==> src/hw/rtl/tck_pkg.sv <==
`timescale 1ns / 1ps

package tck_pkg;

    localparam int ACTION_BITS  = 2;
    localparam int COUNT_BITS   = 2;
    localparam int ID_PORT_BITS = 32;

    // event kinds; the fourth code is unused and ignored
    typedef enum logic [ACTION_BITS-1:0] {
        ACT_BEGIN = 2'd0,
        ACT_MOVE  = 2'd1,
        ACT_END   = 2'd2
    } t_action;

    // one event word presented to the slot logic
    typedef struct packed {
        logic    fire;
        t_action action;
    } t_step_ctl;

    // what the slot logic returns for that event
    typedef struct packed {
        logic                  emit;
        logic [COUNT_BITS-1:0] count;
        logic                  ever_used;
    } t_step_sts;

endpackage

==> src/hw/rtl/tck_evt_if.sv <==
`timescale 1ns / 1ps

interface tck_evt_if #(
    parameter int COORD_BITS = 16
);
    logic                                 valid;
    logic                                 ready;
    logic [tck_pkg::ACTION_BITS-1:0]      action;
    logic [tck_pkg::ID_PORT_BITS-1:0]     contact_id;
    logic signed [COORD_BITS-1:0]         pos_x;
    logic signed [COORD_BITS-1:0]         pos_y;

    modport source (output valid, action, contact_id, pos_x, pos_y, input ready);
    modport sink   (input valid, action, contact_id, pos_x, pos_y, output ready);
endinterface

==> src/hw/rtl/tck_rpt_if.sv <==
`timescale 1ns / 1ps

interface tck_rpt_if #(
    parameter int COORD_BITS = 16
);
    logic                              valid;
    logic                              ready;
    logic [tck_pkg::COUNT_BITS-1:0]    touch_count;
    logic signed [COORD_BITS-1:0]      first_x;
    logic signed [COORD_BITS-1:0]      first_y;
    logic signed [COORD_BITS-1:0]      second_x;
    logic signed [COORD_BITS-1:0]      second_y;
    logic                              ever_used;

    modport source (output valid, touch_count, first_x, first_y, second_x, second_y,
                    ever_used, input ready);
    modport sink   (input valid, touch_count, first_x, first_y, second_x, second_y,
                    ever_used, output ready);
endinterface

==> src/hw/rtl/two_contact_touch_tracker.sv <==
`timescale 1ns / 1ps
// A result word passes through the event register, then the result register;
// an event waits in the event register while the result register is stalled.
// Throughput: one event word per cycle while the result register is empty or
// drained; the slot update is combinational logic between the event and result registers.
// Reset (i_rst_n low, synchronous): both slots empty, used flag clear,
// event and result registers empty.

module two_contact_touch_tracker #(
    parameter int COORD_BITS = 16,
    parameter int ID_BITS    = 32
) (
    input  logic         i_clk,
    input  logic         i_rst_n,
    tck_evt_if.sink      i_evt,
    tck_rpt_if.source    o_rpt
);

    // ---------------------------------------------------------------
    // Event register: holds one accepted word for the slot logic.
    // ---------------------------------------------------------------
    logic                             r_in_valid;
    logic [tck_pkg::ACTION_BITS-1:0]  r_in_action;
    logic [ID_BITS-1:0]               r_in_id;
    logic signed [COORD_BITS-1:0]     r_in_x;
    logic signed [COORD_BITS-1:0]     r_in_y;

    // ---------------------------------------------------------------
    // Result register: holds a finished word until the sink takes it;
    // while it waits, the event register can still absorb one word.
    // ---------------------------------------------------------------
    logic                             r_out_valid;
    logic [tck_pkg::COUNT_BITS-1:0]   r_out_count;
    logic signed [COORD_BITS-1:0]     r_out_fx, r_out_fy, r_out_sx, r_out_sy;
    logic                             r_out_used;

    logic                             advance;
    logic                             in_take;
    tck_pkg::t_step_ctl               step_ctl;
    tck_pkg::t_step_sts               step_sts;
    logic signed [COORD_BITS-1:0]     nxt_fx, nxt_fy, nxt_sx, nxt_sy;

    // the held event is processed when the result register can take
    // its word (empty, or drained this cycle)
    assign advance      = !r_out_valid || o_rpt.ready;
    assign i_evt.ready  = !r_in_valid || advance;
    assign in_take      = i_evt.valid && i_evt.ready;

    assign step_ctl.fire   = r_in_valid && advance;
    assign step_ctl.action = tck_pkg::t_action'(r_in_action);

    always_ff @(posedge i_clk) begin
        if (!i_rst_n) begin
            r_in_valid <= 1'b0;
        end else if (in_take) begin
            r_in_valid <= 1'b1;
        end else if (advance) begin
            r_in_valid <= 1'b0;
        end
    end

    // only the low ID_BITS of the contact id take part in matching
    always_ff @(posedge i_clk) begin
        if (in_take) begin
            r_in_action <= i_evt.action;
            r_in_id     <= i_evt.contact_id[ID_BITS-1:0];
            r_in_x      <= i_evt.pos_x;
            r_in_y      <= i_evt.pos_y;
        end
    end

    tck_slots #(
        .COORD_BITS (COORD_BITS),
        .ID_BITS    (ID_BITS)
    ) u_slots (
        .i_clk      (i_clk),
        .i_rst_n    (i_rst_n),
        .i_ctl      (step_ctl),
        .i_id       (r_in_id),
        .i_x        (r_in_x),
        .i_y        (r_in_y),
        .o_sts      (step_sts),
        .o_first_x  (nxt_fx),
        .o_first_y  (nxt_fy),
        .o_second_x (nxt_sx),
        .o_second_y (nxt_sy)
    );

    // events that give no word (unmatched move/end, two-to-one end,
    // unused code) still consume their slot in the event register
    always_ff @(posedge i_clk) begin
        if (!i_rst_n) begin
            r_out_valid <= 1'b0;
        end else if (step_ctl.fire) begin
            r_out_valid <= step_sts.emit;
        end else if (o_rpt.ready) begin
            r_out_valid <= 1'b0;
        end
    end

    always_ff @(posedge i_clk) begin
        if (step_ctl.fire && step_sts.emit) begin
            r_out_count <= step_sts.count;
            r_out_fx    <= nxt_fx;
            r_out_fy    <= nxt_fy;
            r_out_sx    <= nxt_sx;
            r_out_sy    <= nxt_sy;
            r_out_used  <= step_sts.ever_used;
        end
    end

    assign o_rpt.valid       = r_out_valid;
    assign o_rpt.touch_count = r_out_count;
    assign o_rpt.first_x     = r_out_fx;
    assign o_rpt.first_y     = r_out_fy;
    assign o_rpt.second_x    = r_out_sx;
    assign o_rpt.second_y    = r_out_sy;
    assign o_rpt.ever_used   = r_out_used;

endmodule

==> src/hw/rtl/tck_slots.sv <==
`timescale 1ns / 1ps

module tck_slots #(
    parameter int COORD_BITS = 16,
    parameter int ID_BITS    = 32
) (
    input  logic                         i_clk,
    input  logic                         i_rst_n,
    input  tck_pkg::t_step_ctl           i_ctl,
    input  logic [ID_BITS-1:0]           i_id,
    input  logic signed [COORD_BITS-1:0] i_x,
    input  logic signed [COORD_BITS-1:0] i_y,
    output tck_pkg::t_step_sts           o_sts,
    output logic signed [COORD_BITS-1:0] o_first_x,
    output logic signed [COORD_BITS-1:0] o_first_y,
    output logic signed [COORD_BITS-1:0] o_second_x,
    output logic signed [COORD_BITS-1:0] o_second_y
);

    logic                         r_a_v, n_a_v;
    logic [ID_BITS-1:0]           r_a_id, n_a_id;
    logic signed [COORD_BITS-1:0] r_a_x, n_a_x, r_a_y, n_a_y;
    logic                         r_b_v, n_b_v;
    logic [ID_BITS-1:0]           r_b_id, n_b_id;
    logic signed [COORD_BITS-1:0] r_b_x, n_b_x, r_b_y, n_b_y;
    logic                         r_seen, n_seen;
    logic                         id_eq_a, hit_a, hit_b, emit;

    assign id_eq_a = (i_id == r_a_id);
    assign hit_a   = r_a_v && id_eq_a;
    assign hit_b   = r_b_v && (i_id == r_b_id);

    always_comb begin
        n_a_v  = r_a_v;
        n_a_id = r_a_id;
        n_a_x  = r_a_x;
        n_a_y  = r_a_y;
        n_b_v  = r_b_v;
        n_b_id = r_b_id;
        n_b_x  = r_b_x;
        n_b_y  = r_b_y;
        n_seen = r_seen;
        emit   = 1'b0;
        if (i_ctl.fire) begin
            case (i_ctl.action)
                tck_pkg::ACT_BEGIN: begin
                    n_seen = 1'b1;
                    emit   = 1'b1;
                    if (!r_a_v) begin
                        n_a_v  = 1'b1;
                        n_a_id = i_id;
                        n_a_x  = i_x;
                        n_a_y  = i_y;
                    end else if (!r_b_v && !id_eq_a) begin
                        n_b_v  = 1'b1;
                        n_b_id = i_id;
                        n_b_x  = i_x;
                        n_b_y  = i_y;
                    end else if (hit_a) begin
                        n_a_x = i_x;
                        n_a_y = i_y;
                    end else if (hit_b) begin
                        n_b_x = i_x;
                        n_b_y = i_y;
                    end
                end
                tck_pkg::ACT_MOVE: begin
                    if (hit_a) begin
                        n_a_x = i_x;
                        n_a_y = i_y;
                        emit  = 1'b1;
                    end else if (hit_b) begin
                        n_b_x = i_x;
                        n_b_y = i_y;
                        emit  = 1'b1;
                    end
                end
                tck_pkg::ACT_END: begin
                    if (hit_a) begin
                        // B slides down into A when held
                        if (r_b_v) begin
                            n_a_id = r_b_id;
                            n_a_x  = r_b_x;
                            n_a_y  = r_b_y;
                            n_b_v  = 1'b0;
                        end else begin
                            n_a_v = 1'b0;
                            n_a_x = i_x;
                            n_a_y = i_y;
                        end
                        emit = !r_b_v;
                    end else if (hit_b) begin
                        n_b_v = 1'b0;
                        n_b_x = i_x;
                        n_b_y = i_y;
                        emit  = !r_a_v;
                    end
                end
                default: ;
            endcase
        end
    end

    // report is taken from the updated set
    always_comb begin
        o_first_x  = '0;
        o_first_y  = '0;
        o_second_x = '0;
        o_second_y = '0;
        case ({n_a_v, n_b_v})
            2'b11: begin
                o_first_x  = n_a_x;
                o_first_y  = n_a_y;
                o_second_x = n_b_x;
                o_second_y = n_b_y;
            end
            2'b10: begin
                o_first_x = n_a_x;
                o_first_y = n_a_y;
            end
            2'b01: begin
                o_first_x = n_b_x;
                o_first_y = n_b_y;
            end
            default: ;
        endcase
    end

    assign o_sts.emit      = emit;
    assign o_sts.count     = {n_a_v & n_b_v, n_a_v ^ n_b_v};
    assign o_sts.ever_used = n_seen;

    always_ff @(posedge i_clk) begin
        if (!i_rst_n) begin
            r_a_v  <= 1'b0;
            r_b_v  <= 1'b0;
            r_seen <= 1'b0;
        end else begin
            r_a_v  <= n_a_v;
            r_b_v  <= n_b_v;
            r_seen <= n_seen;
        end
    end

    // slot contents are only read while their valid bit is set
    always_ff @(posedge i_clk) begin
        r_a_id <= n_a_id;
        r_a_x  <= n_a_x;
        r_a_y  <= n_a_y;
        r_b_id <= n_b_id;
        r_b_x  <= n_b_x;
        r_b_y  <= n_b_y;
    end

endmodule

==> src/flat_wrapper.sv <==
// flat-port wrapper written by rule: the top's interface ports become plain ports
module two_contact_touch_tracker_flat 
#(
    parameter int COORD_BITS = 16,
    parameter int ID_BITS    = 32
)
  (i_clk, i_rst_n, i_evt_valid, i_evt_action, i_evt_contact_id, i_evt_pos_x, i_evt_pos_y, i_evt_ready, o_rpt_valid, o_rpt_touch_count, o_rpt_first_x, o_rpt_first_y, o_rpt_second_x, o_rpt_second_y, o_rpt_ever_used, o_rpt_ready);
  tck_evt_if #(.COORD_BITS(COORD_BITS)) i_evt_i ();
  tck_rpt_if #(.COORD_BITS(COORD_BITS)) o_rpt_i ();
  input  logic i_clk;
  input  logic i_rst_n;
  input wire logic [$bits(i_evt_i.valid)-1:0] i_evt_valid;
  input wire logic [$bits(i_evt_i.action)-1:0] i_evt_action;
  input wire logic [$bits(i_evt_i.contact_id)-1:0] i_evt_contact_id;
  input wire logic [$bits(i_evt_i.pos_x)-1:0] i_evt_pos_x;
  input wire logic [$bits(i_evt_i.pos_y)-1:0] i_evt_pos_y;
  output wire logic [$bits(i_evt_i.ready)-1:0] i_evt_ready;
  output wire logic [$bits(o_rpt_i.valid)-1:0] o_rpt_valid;
  output wire logic [$bits(o_rpt_i.touch_count)-1:0] o_rpt_touch_count;
  output wire logic [$bits(o_rpt_i.first_x)-1:0] o_rpt_first_x;
  output wire logic [$bits(o_rpt_i.first_y)-1:0] o_rpt_first_y;
  output wire logic [$bits(o_rpt_i.second_x)-1:0] o_rpt_second_x;
  output wire logic [$bits(o_rpt_i.second_y)-1:0] o_rpt_second_y;
  output wire logic [$bits(o_rpt_i.ever_used)-1:0] o_rpt_ever_used;
  input wire logic [$bits(o_rpt_i.ready)-1:0] o_rpt_ready;
  assign i_evt_i.valid = i_evt_valid;
  assign i_evt_i.action = i_evt_action;
  assign i_evt_i.contact_id = i_evt_contact_id;
  assign i_evt_i.pos_x = i_evt_pos_x;
  assign i_evt_i.pos_y = i_evt_pos_y;
  assign i_evt_ready = i_evt_i.ready;
  assign o_rpt_valid = o_rpt_i.valid;
  assign o_rpt_touch_count = o_rpt_i.touch_count;
  assign o_rpt_first_x = o_rpt_i.first_x;
  assign o_rpt_first_y = o_rpt_i.first_y;
  assign o_rpt_second_x = o_rpt_i.second_x;
  assign o_rpt_second_y = o_rpt_i.second_y;
  assign o_rpt_ever_used = o_rpt_i.ever_used;
  assign o_rpt_i.ready = o_rpt_ready;
  two_contact_touch_tracker #(.COORD_BITS(COORD_BITS), .ID_BITS(ID_BITS)) u_core (.i_clk(i_clk), .i_rst_n(i_rst_n), .i_evt(i_evt_i), .o_rpt(o_rpt_i));
endmodule
==> config.mk <==
export PLATFORM = sky130hd
export DESIGN_NAME = two_contact_touch_tracker_flat
export DESIGN_NICKNAME = d
export VERILOG_FILES = /design/src/hw/rtl/tck_pkg.sv /design/src/hw/rtl/tck_evt_if.sv /design/src/hw/rtl/tck_rpt_if.sv /design/src/hw/rtl/two_contact_touch_tracker.sv /design/src/hw/rtl/tck_slots.sv /design/src/flat_wrapper.sv
export SDC_FILE = /design/constraint.sdc
export NUM_CORES = 1
export LEC_CHECK = 0
export ABC_AREA = 1
export BUFFER_PORTS_ARGS = -buffer_cell sky130_fd_sc_hd__buf_2
export CORE_UTILIZATION = 54
export CTS_CLUSTER_SIZE = 25
export DETAILED_ROUTE_END_ITERATION = 10
export GPL_ROUTABILITY_DRIVEN = 0
export PLACE_DENSITY = 0.84
export SYNTH_ARGS = -nofsm -noshare
export SYNTH_HDL_FRONTEND = slang
export SYNTH_SLANG_ARGS = --single-unit
==> constraint.sdc <==
create_clock -name i_clk -period 7.97 [get_ports i_clk]
set_input_delay 1.594 -clock i_clk [delete_from_list [all_inputs] [get_ports i_clk]]
set_output_delay 1.594 -clock i_clk [all_outputs]
set_load 0.05 [all_outputs]
# --- After elaboration in Yosys (flattened, before gate mapping) ---
# Index checks and enable logic that the tools add are counted.
totals:
  wordCells: 108
  input_bits: 70
  ff_bits: 266
classes:
  muxes: 54
  bitwise_logic: 2
  reduce_logical: 21
  eq_ne: 10
ops:
  columns: ["operator", "n"]
  rows:
  - ["16-bit two-way mux", 22]
  - ["16-bit one-hot mux with 2 select lines", 4]
  - ["32-bit two-way mux", 3]
  - ["16-bit one-hot mux with 3 select lines", 2]
  - ["32-bit equality test", 2]
  - ["32-bit one-hot mux with 2 select lines", 1]
  - ["1-bit two-way mux", 19]
  - ["2-bit equality test, second input constant", 3]
  - ["1-bit logical AND", 6]
  - ["2-bit inequality test, second input constant", 3]
  - ["2-bit nonzero test", 3]
  - ["1-bit zero test", 5]
  - ["5-bit AND reduction", 1]
  - ["2-bit by 1-bit equality test with 1-bit output, second input constant", 2]
  - ["1-bit one-hot mux with 2 select lines", 2]
  - ["4-bit AND reduction", 1]
  - ["2-bit OR reduction", 2]
  - ["1-bit one-hot mux with 3 select lines", 1]
  - ["2-bit zero test", 1]
  - ["1-bit logical OR", 2]
  - ["1-bit bitwise AND", 1]
  - ["1-bit bitwise XOR", 1]

# --- Depth between registers and ports, before layout ---
# Gate-level depths: netlist of run 1.
logic_depth:
  ltp_word: 10
  mapped_depth: 21
  ltp_nobuf: 18

# --- By module ---
# A second synthesis of run 1 with hierarchy kept.
unflattened:
  cells_unflattened: 1914
  hier_area_um2: 14629.0
by_module_without_submodules:
  columns: ["module", "cells_per_inst", "area_per_inst_um2", "instances", "seq_area_each_um2"]
  rows:
  - ["tck_slots", 1764, 10527.6, 1, 3263.1]
  - ["two_contact_touch_tracker", 150, 4101.4, 1, 4033.9]

# --- Worst setup path before layout of run 1 ---
# Ideal clock, no wire load.
synth_path:
  kind: "input to register"
  startpoint: "input o_rpt_ready"
  endpoint: "register u_core.u_slots.r_a_id[0], enable pin"
  setup_ps: 594
  setup_slack_ps: 445
  n_path_buf: 0
  required_time_ps: 7376
  cell_stages: 4
  t_arrival_ps: 6931
  path_cell_list: "inv_1 > nand2_1 > nand2_1 > a2111oi_0"
synth_between:
  elab_chain_cells: 3
synth_lines:
  columns: ["item", "line_no", "text"]
  rows:
  - ["start: declaration", "flat_wrapper.sv:25", "input wire logic [$bits(o_rpt_i.ready)-1:0] o_rpt_ready;"]
  - ["1-bit logical OR", "two_contact_touch_tracker.sv:45", "assign advance = !r_out_valid || o_rpt.ready;"]
  - ["1-bit logical AND", "two_contact_touch_tracker.sv:49", "assign step_ctl.fire = r_in_valid && advance;"]
  - ["5-bit AND reduction (no source line)", null, null]
  - ["end signal: assignment", "tck_slots.sv:147", "r_a_id <= n_a_id;"]
  - ["end: declaration", "tck_slots.sv:21", "logic [ID_BITS-1:0] r_a_id, n_a_id;"]
# Every way passes these cells.
# A chain may end at the register's enable or synchronous reset.

# --- Final worst setup path of run 1 ---
layout_path:
  startpoint: "register u_core.r_in_id[19]"
  endpoint: "register u_core.r_out_sy[6], in the netlist u_core.o_rpt.second_y[6], data pin"
layout_between:
  elab_chain_cells: 8
  word_cells_on_any_way: 22
  cone_classes: "eq/ne: 3; mux: 15; reduce/logical: 4"
layout_lines:
  columns: ["item", "line_no", "text"]
  rows:
  - ["start: declaration", "two_contact_touch_tracker.sv:24", "logic [ID_BITS-1:0] r_in_id;"]
  - ["start signal: assignment", "two_contact_touch_tracker.sv:66", "r_in_id <= i_evt.contact_id[ID_BITS-1:0];"]
  - ["32-bit equality test", "tck_slots.sv:29", "assign id_eq_a = (i_id == r_a_id);"]
  - ["1-bit zero test", "tck_slots.sv:54", "end else if (!r_b_v && !id_eq_a) begin"]
  - ["1-bit logical AND", "tck_slots.sv:54", null]
  - ["1-bit two-way mux", "tck_slots.sv:54", null]
  - ["1-bit two-way mux", "tck_slots.sv:49", "if (!r_a_v) begin"]
  - ["1-bit one-hot mux with 2 select lines *", "tck_slots.sv:45", "case (i_ctl.action)"]
  - ["1-bit two-way mux *", "tck_slots.sv:44", "if (i_ctl.fire) begin"]
  - ["named net u_core.u_slots.n_b_v", "tck_slots.sv:23", "logic r_b_v, n_b_v;"]
  - ["2-bit equality test *", "tck_slots.sv:110", "case ({n_a_v, n_b_v})"]
  - ["end signal: assignment", "two_contact_touch_tracker.sv:107", "r_out_sy <= nxt_sy;"]
  - ["end: declaration", "two_contact_touch_tracker.sv:34", "logic signed [COORD_BITS-1:0] r_out_fx, r_out_fy, r_out_sx, r_out_sy;"]
# Mark *: on every way through the listed nets, which the timed path passes. The rest lies on a longest branch.

==> results of run 1 <==
==> path summary, 6_finish.rpt <==
kind                                    startpoint                                      to  depth (start not counted)
setup / recovery      u_core.r_in_id[19]$_DFFE_PP_  u_core.o_rpt.second_y[6]$_SDFFCE_PN0P_                         16
hold / removal    u_core.u_slots.r_seen$_SDFF_PN0_        u_core.u_slots.r_seen$_SDFF_PN0_                          2
setup reg to reg      u_core.r_in_id[19]$_DFFE_PP_  u_core.o_rpt.second_y[6]$_SDFFCE_PN0P_                         16
hold reg to reg   u_core.u_slots.r_seen$_SDFF_PN0_        u_core.u_slots.r_seen$_SDFF_PN0_                          2
==> tightest hold or removal path: cells and delay by family, from the launching register on <==
family                 cells  cell delay, ps
flip-flops                 1             300
AO/OA/AOI/OAI              1              60
buffers and inverters      1              60
==> cells in the final DEF, fill, tap and decap left out, types with 37 or more instances in the layout <==
cell | synthesis | final
nand2_1 | 796 | 796
nand3_1 | 163 | 163
nor2_1 | 58 | 56
buf_2 | 13 | 138
xnor2_1 | 57 | 57
o21ai_0 | 37 | 37
a21oi_1 | 103 | 103
dfxtp_1 | 69 | 67
edfxtp_1 | 197 | 197
clkinv_1 | 41 | 40
inv_1 | 210 | 207
nand4_1 | 64 | 64
==> per-layer routing <==
metal | share of wire | up-vias
li1 | - | 6523
met1 | 0.39 | 6108
met2 | 0.46 | 850
met3 | 0.11 | 115
met4 | 0.040 | 0
met5 | 0 | -
==> sequential cells by signal (all words and copies together) (netlist names), 2 cells and up <==
signal	flops
u_core.o_rpt.first_x	16
u_core.u_slots.r_b_y	16
u_core.u_slots.r_a_y	16
u_core.r_in_id	32
u_core.u_slots.r_a_id	32
u_core.u_slots.r_b_id	32
u_core.o_rpt.second_x	16
u_core.r_in_action	2
u_core.u_slots.r_a_x	16
u_core.r_in_y	16
u_core.u_slots.r_b_x	16
u_core.r_in_x	16
u_core.o_rpt.first_y	16
u_core.o_rpt.second_y	16
u_core.o_rpt.touch_count	2
==> kinds of logic (layout without fill, tap and decap cells) <==
family,count (synthesis),after routing,share of synthesized area
buffers and inverters,365,467,0.0936
xor gates and xnor gates,57,57,0.0334
and+or+nand+nor,1119,1119,0.313
DFF,266,266,0.487
AOI/OAI and AO/OA,179,179,0.0663
adders and majority gates,8,8,0.00669
==> stage by stage <==
stage               worst slack, ps  hold slack [ps]   util
floorplan                       445              436      -
global placement               3030              445  0.585
detailed placement             2870              453  0.585
CTS                            2820              460  0.623
global route                   2360              506  0.623
finish                         2700              472  0.623
==> cell type report <==
cell class,count,area (sq um),area share
Multi-Input combinational cell,1363,6290,0.373
Inverter,254,953,0.0565
Sequential cell,266,7300,0.433
Tap cell,372,465,0.0276
Clock buffer,38,821,0.0487
Timing Repair Buffer,159,848,0.0503
Clock inverter,16,189,0.0112
==> power groups by stage <==
stage	logic [uW]	registers (uW)	clock network (uW)
after global routing	839	1670	1480
after floorplan	532	1700	0
after detailed placement	728	1690	0
after global placement	698	1680	0
final	753	1660	1410
after CTS	736	1660	1420
==> impl_results.md, run 1 <==
* Post-synthesis sequential area ratio at 0.487
* Global-route usage over all layers at 0.281
* # H-tree levels at 1
* DP Area at 15900 sq um
* Peak VDD IR at between 0.0002 and 0.00025 V
* Clock share of power at 0.369
* Cell Chain, Critical Path: xnor2_1 > nand2_1 > nor2_1 > nand2_1 > nor2_4 > nand3_4 > nand2_1 > inv_1 > nand3_1 > nand3_1 > o21ai_0 > inv_1 > ha_1 > inv_1 > buf_4 > nor2_1
* Relative slew slack at 0.222
* Worst path max stage delay at 1090 ps
* Vias in the first global route at 12900
* Final min period at about 5300 ps
* Non-filler cells, final at 2468
* Setup crit end kind: register
* Hold_buf cts at 0
* Mapped Cells at 1994
* Worst Path Arrival at 5570 ps
* Pin count of the biggest net entering global routing at 100
* Hold WC Path Type: register to register
* Via count at approximately 14000
* Final Hold Viols at 0
* Detail Route Antenna Nets at 0
* Post-synth EDFFs at 197
* Slew Viols, Final at 0
* Clock Sinks at 266
* Synth area leader: edfxtp_1
* Worst-Margin Slew at between 1000 and 1500 ps
* Crit path max fanout at 99
* Total Wirelength at 40.5 mm
* Family with the most delay on the worst path: simple AND/OR/NAND/NOR gates
* Placed cell count at 2414
* Layout area overhead at 12.7%
* Die area at 28400 sq um
* Total Power at 3820 uW
* Startpoint types: register
* Routed vias/inst at 5.51
* Comb power frac at 0.197
* GR Util met1 at 0.364
* CTS tree: yes
* First-pass GRT wire length at ~64 mm
* Synthesized area at 15000 sq um
* Critical Path RT at a little over 8000 ps
* DR WL/cell at 16.4 um
* RSZ-0062 raised after global routing: false
* Antenna fix cells at 0
* Post-synth ARST share at 0
* Switching part of the total at 0.300
* Clk root buf: clkbuf_16
* Clock transition at path regs at 60 ps
* Synth Net Count at 2072
* Layout cell share with drive strength beyond 1 at 0.110
* GRT met3 Usage at 0.0435
* I/O pin cnt at around 140
* CP bufs+invs at 4
* Status: complete, no violations
* Fin area at 16900 sq um
* Initial antenna violation count at 0
* Setup TNS at 0 ps
* Num CTS Buffers at 29
* Initial Util at 0.552
* Post-synthesis cell type count at 30
* # DRC at 0
* NetSw at 1150 uW
* LEAKAGE at 0.00771 uW
* Top cells by area, synth: edfxtp_1, nand2_1, dfxtp_1
* Power Density at 227 nW/um^2
* Max-cap violations at 0
* Max Buffers Root-to-Sink at 3
* CP max-delay cell: nand3_4
* Commonest cells post-synth: nand2_1, inv_1, edfxtp_1
* Setup Fix Bufs, Post-CTS at 0
* Final clock skew at 20.3 ps
* Die Span Y at 168 um
* Core area at 27100 sq um
* Final Cycle Share at 0.661
* Final setup fails at 0
* Synth top area share at 0.395
* Port-buffer cells at 138
* Syn_area_per_cell at 7.51 sq um
* Most frequent cell after synthesis: nand2_1
* Yosys warns at 0
* FMAX at 0.190 GHz
* Net count, final at 2151
* FP Rows at 60
* Synth Register Bits at 266
* Dpl hpwl at 24.4 mm
* Flop pwr share at 0.434
* Drt first-iter violations at 1527
* Filler cell count at 2244
* Clk_lat worst skew at 580 ps
* Drt first pass iters at 5
* Kind of critical path: register to register
* Synth Flop Type: edfxtp_1
* CTS resizes at 0
* Internal reg-to-reg setup slack at 2700 ps
* Die Wd at 168 um
* Power Internal at 2680 uW
* Grt peak-use layer: met2
* Gr ovfl total at 0
* GR Layer Usage met2 at 0.462
Power figures use the tool's default switching activity.
==> inputs of run 2 (changes only) <==
ABC_AREA = 0   (was 1)
CORE_UTILIZATION = 58   (was 54)
PLACE_DENSITY = 0.87   (was 0.84)
clock period = 5.2 ns   (was 7.97 ns; I/O delays follow)
==> impl_results.md, run 2 <==
* Die Wd at 145 um (was 168 um)
* Core area at 19700 sq um (was 27100 sq um)
* Grt peak-use layer: met2 (unchanged)
* RSZ-0062 raised after global routing: false (unchanged)
* Final Cycle Share at 0.736 (was 0.661)
* Most common cell after layout, fill and taps aside: edfxtp_1 (was nand2_1)
* Die area at 20900 sq um (was 28400 sq um)
* Hold_buf cts at 0 (unchanged)
* Kind of critical path: register to register (unchanged)
* Status: complete, no violations (unchanged)
* Clock transition at path regs at 60 ps (about the same)
* FMAX at 0.261 GHz (was 0.190 GHz)
* Worst Path Arrival at 4180 ps (was 5570 ps)
* GRT met3 Usage at 0.0407 (was 0.0435)
* Post-synth EDFFs at 197 (unchanged)
* Max-cap violations at 0 (unchanged)
* # H-tree levels at 1 (unchanged)
* Vias in the first global route at 8167 (was 12900)
* Synth Net Count at 958 (was 2072)
* Relative slew slack at 0.202 (was 0.222)
* Die Span Y at 145 um (was 168 um)
* DR WL/cell at 21.4 um (was 16.4 um)
* Hold path depth at 1 (was 2)
* Startpoint types: register (unchanged)
* Final setup fails at 0 (unchanged)
* Initial Util at 0.598 (was 0.552)
* Routed vias/inst at 6.44 (was 5.51)
* Initial antenna violation count at 1 (was 0)
* Port-buffer cells at 138 (unchanged)
* Critical Path RT at 5550 ps (was 8270 ps)
* GR Layer Usage met2 at 0.427 (was 0.462)
* CP Launch Point: u_core.r_in_action[0]$_DFFE_PP_ (was u_core.r_in_id[19]$_DFFE_PP_)
* Detail Route Antenna Nets at 0 (unchanged)
* Num CTS Buffers at 26 (was 29)
* Synthesized area at 11800 sq um (was 15000 sq um)
* Drt first pass iters at 6 (was 5)
* Hold Startpoint: u_core.u_slots.r_a_y[14]$_DFF_P_ (was u_core.u_slots.r_seen$_SDFF_PN0_)
* Clk root buf: clkbuf_16 (unchanged)
* Filler cell count at 1316 (was 2244)
* Syn_area_per_cell at 13.4 sq um (was 7.51 sq um)
* Hold WC Path Type: register to register (unchanged)
* Synth top area share at 0.502 (was 0.395)
* Power Density at 362 nW/um^2 (was 227 nW/um^2)
* Reg-to-reg endpoint: u_core.o_rpt.first_x[12]$_DFFE_PP_ (was u_core.o_rpt.second_y[6]$_SDFFCE_PN0P_)
* Layout area overhead at 14.9% (was 12.7%)
* Clock Sinks at 266 (unchanged)
* Dpl hpwl at 16.4 mm (was 24.4 mm)
* Total Wirelength at 27.5 mm (was 40.5 mm)
* Top Registers: u_core.r_in_id (32), u_core.u_slots.r_a_id (32), u_core.u_slots.r_b_id (32) (unchanged)
* Setup TNS at 0 ps (unchanged)
* FP Rows at 51 (was 60)
* Post-synth ARST share at 0 (unchanged)
* Final Hold Viols at 0 (unchanged)
* Hold EP: u_core.u_slots.r_a_y[14]$_DFF_P_ (was u_core.u_slots.r_seen$_SDFF_PN0_)
* Post-synthesis cell type count at 44 (was 30)
* Synth Register Bits at 266 (unchanged)
* Via count at 8278 (was 13600)
* Final min period at 3830 ps (was 5270 ps)
* Global-route usage over all layers at 0.266 (was 0.281)
* First-pass GRT wire length at 42.6 mm (was 64.1 mm)
* FF-to-FF Start: u_core.r_in_action[0]$_DFFE_PP_ (was u_core.r_in_id[19]$_DFFE_PP_)
* Worst R2R Path Depth at 9 (was 16)
* Layout cell share with drive strength beyond 1 at 0.247 (was 0.110)
* Most frequent cells in the layout: edfxtp_1, buf_2, dfxtp_1, o2bb2ai_1, nand2_1 (was nand2_1, inv_1, edfxtp_1, nand3_1, buf_2)
* Final worst setup slack at 1370 ps (was 2700 ps)
* Top cells by area, synth: edfxtp_1, dfxtp_1, o2bb2ai_1 (was edfxtp_1, nand2_1, dfxtp_1)
* Antenna fix cells at 0 (unchanged)
* I/O pin cnt at 139 (unchanged)
* Max Buffers Root-to-Sink at 3 (unchanged)
* CTS resizes at 0 (unchanged)
* Commonest cells post-synth: edfxtp_1, dfxtp_1, o2bb2ai_1 (was nand2_1, inv_1, edfxtp_1)
* Internal reg-to-reg setup slack at 1370 ps (was 2700 ps)
* LEAKAGE at 0.00494 uW (was 0.00771 uW)
* Slew Viols, Final at 0 (unchanged)
* Yosys warns at 0 (unchanged)
* Most frequent cell after synthesis: edfxtp_1 (was nand2_1)
* Synth Flop Type: edfxtp_1 (unchanged)
* Setup crit end kind: register (unchanged)
* Pin count of the biggest net entering global routing at 67 (was 100)
* Drt first-iter violations at 853 (was 1527)
* CTS tree: yes (unchanged)
* Setup WS pre-CTS at 1500 ps (was 2870 ps)
* Post-synthesis sequential area ratio at 0.619 (was 0.487)
* Crit path max fanout at 45 (was 99)
* Final clock skew at 24.7 ps (was 20.3 ps)
* Mapped Cells at 880 (was 1994)
* Setup Fix Bufs, Post-CTS at 0 (unchanged)
* Net count, final at 1078 (was 2151)
* Clk_lat worst skew at 540 ps (was 580 ps)
* # DRC at 0 (unchanged)
* Synth area leader: edfxtp_1 (unchanged)
* GR Util met1 at 0.357 (was 0.364)
* Gr ovfl total at 0 (unchanged)
* Peak VDD IR at 0.000294 V (was 0.000205 V)
* Worst-Margin Slew at 1200 ps (was 1170 ps)
-- run 2: logic make-up (layout without fill, tap and decap cells) --
group                      Yosys count  after routing  share of synthesized area
adders and majority gates            8              8                    0.00850
AOI/OAI and AO/OA                  208            208                      0.151
DFF                                266            266                      0.619
muxes                               66             66                     0.0596
xor gates and xnor gates            64             64                     0.0476
buffers and inverters              102            242                     0.0368
and+or+nand+nor                    166            166                     0.0769
-- run 2: metrics by stage --
stage / total power [uW] / cell area (sq um) / hold slack, ps / instances / util
after floorplan: 2950 / 11800 / 457 / 880 / -
final: 4900 / 13500 / 523 / 1285 / 0.687
after CTS: 4910 / 13500 / 517 / 1285 / 0.687
after global routing: 5060 / 13500 / 536 / 1285 / 0.687
after detailed placement: 3100 / 12700 / 503 / 1237 / 0.645
after global placement: 3060 / 12700 / 494 / 1237 / 0.645
-- run 2: layout make-up --
class / count / area [sq um] / share of cell area
Timing Repair Buffer: 154 / 811 / 0.0599
Inverter: 40 / 150 / 0.0111
Clock inverter: 15 / 118 / 0.00868
Tap cell: 265 / 332 / 0.0245
Sequential cell: 266 / 7300 / 0.539
Clock buffer: 33 / 717 / 0.0529
Multi-Input combinational cell: 512 / 4120 / 0.304
-- run 2: worst max-delay path by stage --
stage / slack [ps] / cells past startpoint / endpoint
final: 1370 / 9 / u_core.o_rpt.first_x[12]$_DFFE_PP_
after global routing: 1210 / 9 / u_core.o_rpt.first_x[12]$_DFFE_PP_
after CTS: 1480 / 9 / u_core.o_rpt.first_x[12]$_DFFE_PP_
after detailed placement: 1500 / 9 / u_core.o_rpt.first_x[12]$_DFFE_PP_
after global placement: 1590 / 10 / u_core.o_rpt.second_y[6]$_SDFFCE_PN0P_
after floorplan: 1010 / 4 / u_core.u_slots.r_b_id[0]$_DFFE_PP_
-- run 2: critical path, stage by stage (launching register included) --
cell       delay [ps]
edfxtp_1          460
inv_1             130
ha_2              900
a22o_1            270
a22oi_1            80
nor3_1            430
inv_1             120
ha_1              240
nor2_4            760
o2bb2ai_1         230
-- run 2: layer usage --
metal	vias up	part of all wire
met3	93	0.089
met1	3991	0.40
met4	0	0.032
li1	3669	-
met2	525	0.48
met5	-	0
-- run 2: power by group --
| group | switching [uW] | internal (uW) |
|---|---|---|
| Clock | 793 | 1030 |
| Combinational | 282 | 260 |
| Sequential | 116 | 2420 |
| Total | 1190 | 3710 |
==> inputs of run 3 (changes only) <==
CORE_UTILIZATION = 53   (was 58)
PLACE_DENSITY = 0.84   (was 0.87)
clock period = 3.3 ns   (was 5.2 ns; I/O delays follow)
==> impl_results.md, run 3 (synthesis gave the netlist of run 2 again) <==
* FF-to-FF Start: u_core.r_in_id[13]$_DFFE_PP_ (was u_core.r_in_action[0]$_DFFE_PP_)
* Dpl hpwl at 17.1 mm (was 16.4 mm)
* Final Cycle Share at 0.968 (was 0.736)
* LEAKAGE at 0.00525 uW (was 0.00494 uW)
* CP Launch Point: u_core.r_in_id[13]$_DFFE_PP_ (was u_core.r_in_action[0]$_DFFE_PP_)
* Hold EP: u_core.r_in_y[11]$_DFFE_PP_ (was u_core.u_slots.r_a_y[14]$_DFF_P_)
* Num CTS Buffers at 28 (was 26)
* Initial Util at 0.540 (was 0.598)
* Max Buffers Root-to-Sink at 3 (unchanged)
* Relative slew slack at 0.340 (was 0.202)
* Internal reg-to-reg setup slack at 100 ps (was 1370 ps)
* Hold WC Path Type: input port to register (was register to register)
* Routed vias/inst at 6.21 (was 6.44)
* Drt first-iter violations at 805 (was 853)
* Peak VDD IR at 0.000456 V (was 0.000294 V)
* Pin count of the biggest net entering global routing at 69 (was 67)
* Clk_lat worst skew at 540 ps (about the same)
* Via count at 8387 (was 8278)
* Top Registers: u_core.r_in_id (32), u_core.u_slots.r_a_id (32), u_core.u_slots.r_b_id (32) (unchanged)
* First-pass GRT wire length at 42.5 mm (was 42.6 mm)
* Final Hold Viols at 0 (unchanged)
* Final setup fails at 0 (unchanged)
* Reg-to-reg endpoint: u_core.o_rpt.first_y[10]$_DFFE_PP_ (was u_core.o_rpt.first_x[12]$_DFFE_PP_)
* Clock Sinks at 266 (unchanged)
* Hold Startpoint: i_evt_pos_y[11] (was u_core.u_slots.r_a_y[14]$_DFF_P_)
* Final min period at 3200 ps (was 3830 ps)
* Drt first pass iters at 6 (unchanged)
* Clk root buf: clkbuf_16 (unchanged)
* Worst Path Arrival at 3460 ps (was 4180 ps)
* CP max-delay cell: a221oi_1 (was ha_2)
* Status: complete, no violations (unchanged)
* Most common cell after layout, fill and taps aside: edfxtp_1 (unchanged)
* Critical Path RT at 3570 ps (was 5550 ps)
* Core area at 21800 sq um (was 19700 sq um)
* WHS at 288 ps (was 523 ps)
* Layout Utilization at 0.649 (was 0.687)
* Worst-Margin Slew at 990 ps (was 1200 ps)
* Hold path depth at 1 (unchanged)
* # DRC at 0 (unchanged)
* I/O pin cnt at 139 (unchanged)
* Crit path max fanout at 13 (was 45)
* Max-cap violations at 0 (unchanged)
* Die Wd at 151 um (was 145 um)
* CTS tree: yes (unchanged)
* Worst R2R Path Depth at 10 (was 9)
* Kind of critical path: register to register (unchanged)
* DR WL/cell at 20.9 um (was 21.4 um)
* Clock transition at path regs at 60 ps (about the same)
* Power Density at 555 nW/um^2 (was 362 nW/um^2)
* FP Rows at 54 (was 51)
* FMAX at 0.313 GHz (was 0.261 GHz)
* Initial antenna violation count at 0 (was 1)
* Port-buffer cells at 138 (unchanged)
* Most frequent cells in the layout: edfxtp_1, buf_2, dfxtp_1, o2bb2ai_1, buf_4 (was edfxtp_1, buf_2, dfxtp_1, o2bb2ai_1, nand2_1)
* Global-route usage over all layers at 0.241 (was 0.266)
* Gr ovfl total at 0 (unchanged)
* Vias in the first global route at 8074 (was 8167)
* # H-tree levels at 1 (unchanged)
* Net count, final at 1127 (was 1078)
* Layout cell share with drive strength beyond 1 at 0.288 (was 0.247)
* Most frequent CP cell: buf_4 (was inv_1)
* Cell Chain, Critical Path: buf_4 > xor2_1 > nor4_1 > nand4_1 > o21ai_2 > nor3_2 > buf_4 > a22o_1 > a221oi_1 > o2bb2ai_1 (was inv_1 > ha_2 > a22o_1 > a22oi_1 > nor3_1 > inv_1 > ha_1 > nor2_4 > o2bb2ai_1)
* Total Wirelength at 28.2 mm (was 27.5 mm)
* Die Span Y at 151 um (was 145 um)
* Startpoint types: register (unchanged)
* Setup crit end kind: register (unchanged)
* Hold_buf cts at 0 (unchanged)
* Antenna fix cells at 0 (unchanged)
* Layout area overhead at 20.2% (was 14.9%)
* Final clock skew at 13.0 ps (was 24.7 ps)
* Worst path max stage delay at 460 ps (was 900 ps)
* Slew Viols, Final at 0 (unchanged)
* Die area at 22800 sq um (was 20900 sq um)
* Detail Route Antenna Nets at 0 (unchanged)
[run 3: cell count changes in the layout (fill, tap and decap cells not counted), sizes merged]
cell      before  now
buf          154  201
clkbuf        33   35
clkinvlp       1    2
[run 3: routing by layer]
metal / global-route usage / wire length (um) / share of wire / up-vias
met1: 0.311 / 11400 / 0.40 / 4077
met3: 0.0380 / 2350 / 0.084 / 83
met4: 0.102 / 869 / 0.031 / 0
met5: 0 / 0 / 0 / -
li1: - / - / - / 3763
met2: 0.403 / 13500 / 0.48 / 464
[run 3: critical path, delay by kind of cell, from the launching register on]
kind | cells | cell delay (ps)
flops | 1 | 390
compound gates | 4 | 1130
xor+xnor | 1 | 150
simple gates | 3 | 850
buf+inv | 2 | 380
[run 3: what timing repair did]
item | 4_1_cts | 5_1_grt
pin swaps | 0 | 4
gates resized for setup | 3 | 13
cloned | 0 | 0
hold endpoints to repair | 0 | 0
setup buffers | 0 | 11
endpoints found under the setup margin | 25 | 59
[run 3: where the power goes]
part	switching, uW	internal [uW]	total, uW
clock	1270	1680	2950
combinational	462	444	906
sequential	178	3820	4000
[run 3: worst max path at each step]
stage / endpoint / slack, ps / depth (start not counted)
2_1_floorplan: u_core.o_rpt.ever_used$_DFFE_PP_ / 140 / 8
3_3_place_gp: u_core.o_rpt.second_y[8]$_SDFFCE_PN0P_ / 60 / 10
3_5_place_dp: u_core.o_rpt.first_y[1]$_DFFE_PP_ / -150 / 14
4_1_cts: u_core.o_rpt.first_x[5]$_DFFE_PP_ / 4 / 14
5_1_grt: u_core.o_rpt.first_x[1]$_DFFE_PP_ / -40 / 11
6_report: u_core.o_rpt.first_y[10]$_DFFE_PP_ / 100 / 10
[run 3: layout make-up]
class | instances | area, sq um
clock buffers | 35 | 748
clock inverters | 16 | 108
fillers | 1571 | 7660
inverters | 40 | 150
multi-input cells | 512 | 4210
flip-flops and latches | 266 | 7300
well taps | 280 | 350
repair buffers | 201 | 1300
[run 3: stage by stage]
step	worst slack [ps]	TNS, ps	area [sq um]	power (uW)	cells
detailed placement	-149	-2060	13100	4920	1288
CTS	4.18	0	14000	7850	1339
global placement	63.0	0	13100	4860	1288
finish	104	0	14200	7860	1350
global route	-36.4	-169	14200	8110	1350
floorplan	136	0	11800	4660	880
